--- src/sv/ttwa_pkg.sv ---
`timescale 1ns / 1ps
// ----------------------------------------------------------------------------
// ttwa_pkg
// types, constants and register indexes of the track table with aging
// ----------------------------------------------------------------------------
package ttwa_pkg;

    localparam int TRACKS_DEF = 64;

    typedef enum logic [1:0] {
        REQ_SIGHT = 2'd0,
        REQ_DECAY = 2'd1,
        REQ_CLEAR = 2'd2,
        REQ_LOOK  = 2'd3
    } t_req;

    typedef enum logic [1:0] {
        CFG_FRESH  = 2'd0,
        CFG_STALE  = 2'd1,
        CFG_CDECAY = 2'd2,
        CFG_UGROW  = 2'd3
    } t_cfg_idx;

    typedef enum logic [1:0] {
        ST_IDLE,
        ST_SCAN,
        ST_DONE
    } t_state;

    typedef struct packed {
        logic [1:0]         req_type;
        logic [15:0]        target_id;
        logic [15:0]        observer_id;
        logic               spoofed;
        logic signed [15:0] pos_x;
        logic signed [15:0] pos_y;
        logic [15:0]        conf_in;
        logic [15:0]        uncert_in;
        logic [7:0]         class_in;
        logic [30:0]        round_now;
        logic [15:0]        clear_radius;
    } t_in;

    typedef struct packed {
        logic               found;
        logic               track_stale;
        logic signed [15:0] out_x;
        logic signed [15:0] out_y;
        logic [15:0]        out_conf;
        logic [15:0]        out_uncert;
        logic [7:0]         out_class;
        logic [31:0]        out_sources;
        logic [30:0]        out_updated_round;
        logic [6:0]         live_count;
        logic               table_full;
    } t_out;

    // one stored track, without its valid bit
    typedef struct packed {
        logic [15:0]        target;
        logic signed [15:0] pos_x;
        logic signed [15:0] pos_y;
        logic [15:0]        conf;
        logic [15:0]        uncert;
        logic [7:0]         cls;
        logic [31:0]        sources;
        logic [30:0]        upd_round;
        logic [30:0]        dec_round;
        logic               stale;
    } t_entry;

    typedef struct packed {
        logic [15:0] fresh_len;
        logic [15:0] stale_len;
        logic [15:0] confidence_decay;
        logic [15:0] uncertainty_growth;
    } t_cfg;

    // aging outcome of one track
    typedef struct packed {
        logic   kill;
        t_entry ent;
    } t_age;

endpackage

--- src/sv/ttwa_age.sv ---
`timescale 1ns / 1ps
// ----------------------------------------------------------------------------
// ttwa_age
// two-stage aging of one track: span computation, then decay and growth
// ----------------------------------------------------------------------------
module ttwa_age (
    input  logic              i_clk,
    input  ttwa_pkg::t_cfg    i_cfg,
    input  ttwa_pkg::t_entry  i_ent,
    input  logic [30:0]       i_now,
    output ttwa_pkg::t_age    o_age
);

    logic signed [33:0] w_age;
    logic signed [33:0] w_prev;
    logic signed [33:0] w_s0;
    logic signed [33:0] w_s1;
    logic signed [33:0] w_lo;
    logic signed [33:0] w_hi;
    logic signed [33:0] w_k;

    // stage one registers
    ttwa_pkg::t_entry   r_ent;
    logic               r_kill;
    logic               r_stale;
    logic [16:0]        r_k;
    logic [30:0]        r_now;

    logic [32:0]        w_cdec;
    logic [32:0]        w_ugrow;
    logic [33:0]        w_u;
    ttwa_pkg::t_age     n_age;

    always_comb begin
        w_age  = $signed({3'b0, i_now}) - $signed({3'b0, i_ent.upd_round});
        w_prev = (i_now < i_ent.dec_round) ? w_age :
                 $signed({3'b0, i_ent.dec_round}) - $signed({3'b0, i_ent.upd_round});
        w_s0   = $signed({18'b0, i_cfg.fresh_len});
        w_s1   = w_s0 + $signed({18'b0, i_cfg.stale_len});
        w_hi   = (w_age < w_s1) ? w_age : w_s1;
        w_lo   = (w_prev > w_s0) ? w_prev : w_s0;
        w_k    = w_hi - w_lo;
    end

    always_ff @(posedge i_clk) begin
        r_ent   <= i_ent;
        r_now   <= i_now;
        r_kill  <= w_age > w_s1;
        r_stale <= w_age > w_s0;
        // span is at most the stale length, which fits 17 bits
        r_k     <= (w_age > w_s0 && w_k > 0) ? w_k[16:0] : 17'd0;
    end

    always_comb begin
        w_cdec  = r_k * i_cfg.confidence_decay;
        w_ugrow = r_k * i_cfg.uncertainty_growth;
        w_u     = {18'b0, r_ent.uncert} + {1'b0, w_ugrow};
        n_age          = '0;
        n_age.kill     = r_kill;
        n_age.ent      = r_ent;
        n_age.ent.stale     = r_stale;
        n_age.ent.dec_round = r_now;
        if (r_stale && r_k != 17'd0) begin
            n_age.ent.conf   = (w_cdec >= {17'b0, r_ent.conf}) ? 16'd0 :
                               (r_ent.conf - w_cdec[15:0]);
            n_age.ent.uncert = (w_u > 34'hFFFF) ? 16'hFFFF : w_u[15:0];
        end
    end

    always_ff @(posedge i_clk) begin
        o_age <= n_age;
    end

endmodule
--- config.mk ---
export PLATFORM = sky130hd
export DESIGN_NAME = ttwa_age
export DESIGN_NICKNAME = d
export VERILOG_FILES = /design/src/sv/ttwa_pkg.sv /design/src/sv/ttwa_age.sv
export SDC_FILE = /design/constraint.sdc
export NUM_CORES = 2
export LEC_CHECK = 0
export BUFFER_PORTS_ARGS = -buffer_cell sky130_fd_sc_hd__buf_2
export CORE_ASPECT_RATIO = 0.75
export CORE_MARGIN = 2
export CORE_UTILIZATION = 40
export CTS_CLUSTER_SIZE = 16
export DETAILED_ROUTE_END_ITERATION = 6
export PLACE_DENSITY = 0.67
export SYNTH_ARGS = -nofsm -noshare
export SYNTH_HDL_FRONTEND = slang
export SYNTH_SLANG_ARGS = --single-unit
export TNS_END_PERCENT = 20
--- constraint.sdc ---
create_clock -name i_clk -period 9.6 [get_ports i_clk]
set_input_delay 0.96 -clock i_clk [delete_from_list [all_inputs] [get_ports i_clk]]
set_output_delay 0.96 -clock i_clk [all_outputs]
set_load 0.005 [all_outputs]
==> flow_summary.yaml <==
global_route:
  antenna_found_initial: 9
  overflow: 0
  track_usage: 0.2026
  grt_max_degree: 33
  grt_first_pass_wirelength_um: 154500
  grt_pass1_vias: 29660
logic_synthesis:
  seq_area_frac_synth: 0.2094
  syn_inst: 4102
  yosysWarnings: 0
  async_flop_share: 0
  synth_cell_types: 90
  syn_nets: 5259
  syn_area_per_cell_um2: 8.975
  synth-main-ff-cell: "dfxtp_1"
  ys_ff_latch: 385
  synthesis.area_mm2: 0.03682
  synth-edff-count: 0
finish:
  nNetsFinal: 5636
  multi_input_area_mm2: 0.02605
  final-seq-area_mm2: 0.007711
  fillers: 8867
  area_growth_pct: 13.24
  layout-drive-gt1-share: 0.1318
die:
  rows: 96
  initial_core_util: 0.4033
  die_y_um: 266.7
  ioPinCount: 463
  die-width_um: 354.3
  die_area_mm2: 0.09451
  core_mm2: 0.09129
critical_path:
  critPathMaxFanout: 20
  critPathSlowestCell: "o41ai_1"
  reg2regPathDepth: 27
  startpoint_type: "input port"
  critPathTopFamily: "compound AO/OA/AOI/OAI gates"
  critPathKind: "input port to register"
  r2r_start: "r_k[1]"
  cp-end-kind: "register"
  worstPathArrival_ps: 9240
  crit_buf_inv: 4
  required_ps: 10090
  critical_path.max_stage_delay_ps: 950
  reg2reg_setup_slack_ps: 1060
  rr_endpoint: "o_age[120]"
clock_network:
  clkTransAtPathRegs_ps: 80
  clkLatencyLatePin_ps: 610
  post-cts-setup-buffers: 0
  htreeDepth: 2
  cts_resized: 0
  clock_sinks: 385
  hold_buffers: 0
  cts_tree: "yes"
  cts_root_buffer: "clkbuf_16"
  clock_path_buffers: 3
  cts_buffers: 38
hold_path:
  holdPathEnd: "o_age[20]"
  hold_depth: 0
  min_path_type: "register to register"
  hold_start: "r_now[19]"
routing:
  wl_per_cell_um: 16.72
  num_vias: 29420
  drt-total-wl_um: 95860
  ant_nets: 0
  via_per_inst: 5.131
  firstDrtPassIters: 5
  drt_first_iter_violations: 1637
  drc_errors: 0
sta:
  rsz0062_at_grt: "false"
  hold_viol_final: 0
  max_slew_margin: 0.2999
  tightest_slew_ps: 1037
  setup_tns_ps: 0
  fin_crit_sh: 0.9116
  drv_slew: 0
  fin_crit_ps: 8751
  fmax_ghz: 0.1143
  skew_ps: 52.83
  finalSetupViolCount: 0
place:
  gp_congestion: 0.9566
  numPortBuffers: 461
  hpwlAfterDp_um: 78220
run:
  cap_violations: 0
outcome:
  status: "completed"
state kept, by name (all words and copies together) (netlist names):
name,flops
r_stale,1
r_ent,32
r_now,31
n_age,119
o_age,184
r_kill,1
r_k,17
layout make-up:
class | instances | area share
multi-input combinational | 2906 | 0.6249
antenna | 2 | 0.0001200
sequential | 385 | 0.1850
timing repair buffer | 502 | 0.06303
clock buffer | 54 | 0.02521
inverter | 646 | 0.05816
tap | 1225 | 0.03676
clock inverter | 14 | 0.006843
worst reg2reg max path: cells and delay by family (launching register included):
family	cells	cell delay, ps
DFF	1	910
AOI/OAI and AO/OA	5	1580
buffers and inverters	4	400
adders and majority gates	8	3300
and+or+nand+nor	9	2000
xor gates and xnor gates	1	220
cell usage in the layout, fill, tap and decap left out, types with 38 or more instances in the layout:
cell type  Yosys  routed
a21o_1        98      98
a21oi_1      193     193
and2_1       223     223
buf_2          4     461
buf_4          1      40
clkbuf_16      0      38
dfxtp_1      385     382
fa_1         438     438
ha_1         440     440
inv_1        646     646
nand2_1      491     491
nand3_1       55      55
nand4_1       53      53
nor2_1       156     156
nor3_1        42      42
o21ai_0      120     119
xnor2_1       74      74
xor2_1        62      62
through the flow:
stage | hold slack [ps] | instances | instance area (um2) | worst slack (ps) | util
2_1_floorplan | 309.6 | 4102 | 36820 | 812.2 | -
3_3_place_gp | 309.5 | 5664 | 40350 | 307.0 | 0.4420
3_5_place_dp | 312.1 | 5664 | 40350 | 347.5 | 0.4420
4_1_cts | 315.4 | 5732 | 41690 | 920.2 | 0.4566
5_1_grt | 323.7 | 5732 | 41690 | 116.0 | 0.4566
6_report | 301.7 | 5734 | 41690 | 848.7 | 0.4567
kinds of logic after synthesis:
kind of cell	Yosys count	share of synthesized area
flops	385	0.2094
compound gates	673	0.1208
xor+xnor	136	0.03235
mux	37	0.01033
fa+ha+maj	878	0.3877
buf+inv	811	0.08344
simple gates	1181	0.1559
other cells	1	0.0001019
how the worst max path moves through the flow:
stage               to  slack (ps)  startpoint  depth (start not counted)
2_1_floorplan  r_k[10]         810   i_ent[21]                         37
3_3_place_gp    r_k[2]         310   i_cfg[49]                         38
3_5_place_dp    r_k[4]         350    i_ent[3]                         34
4_1_cts         r_k[4]         920    i_ent[3]                         34
5_1_grt         r_k[5]         120   i_cfg[49]                         37
6_report        r_k[4]         850    i_ent[3]                         34
cells in the mapped netlist (7+ instances only):
cell / instances / area [um2]
nand2b_1: 28 / 175.2
mux2i_1: 29 / 290.3
or3_1: 10 / 62.56
nor2b_1: 28 / 175.2
ha_1: 440 / 5505
o31a_1: 8 / 70.07
a21oi_1: 193 / 965.9
and2_1: 223 / 1395
o21a_1: 35 / 262.8
a211oi_1: 19 / 142.6
a221o_1: 7 / 70.07
o31ai_1: 8 / 60.06
a311oi_1: 8 / 70.07
mux2_2: 7 / 78.83
o21ai_0: 120 / 600.6
a31oi_1: 18 / 112.6
xnor2_1: 74 / 648.1
nand2_1: 491 / 1843
nand3_1: 55 / 275.3
nor3_1: 42 / 210.2
fa_1: 438 / 8768
xor2_1: 62 / 543.0
o211ai_1: 19 / 142.6
clkbuf_1: 155 / 581.8
a21o_1: 98 / 735.7
nor2_1: 156 / 585.6
a211o_1: 9 / 78.83
a22oi_1: 14 / 105.1
a21boi_0: 8 / 60.06
a221oi_1: 8 / 70.07
nor4_1: 25 / 156.4
and3_1: 25 / 156.4
o22ai_1: 19 / 118.9
nand4_1: 53 / 331.6
inv_1: 646 / 2425
o21bai_1: 20 / 150.1
or4_1: 8 / 60.06
dfxtp_1: 385 / 7707
per-layer routing:
metal | track usage | vias to the layer above | part of all wire
met5 | 0 | - | 0.00053
met4 | 0.05108 | 8 | 0.024
met3 | 0.04369 | 156 | 0.082
met2 | 0.3296 | 921 | 0.45
met1 | 0.2733 | 14220 | 0.44
li1 | - | 14110 | -
Power is left out: the tool's default activity adds up to more than one toggle a clock period on the data nets, which glitch-free logic cannot reach.
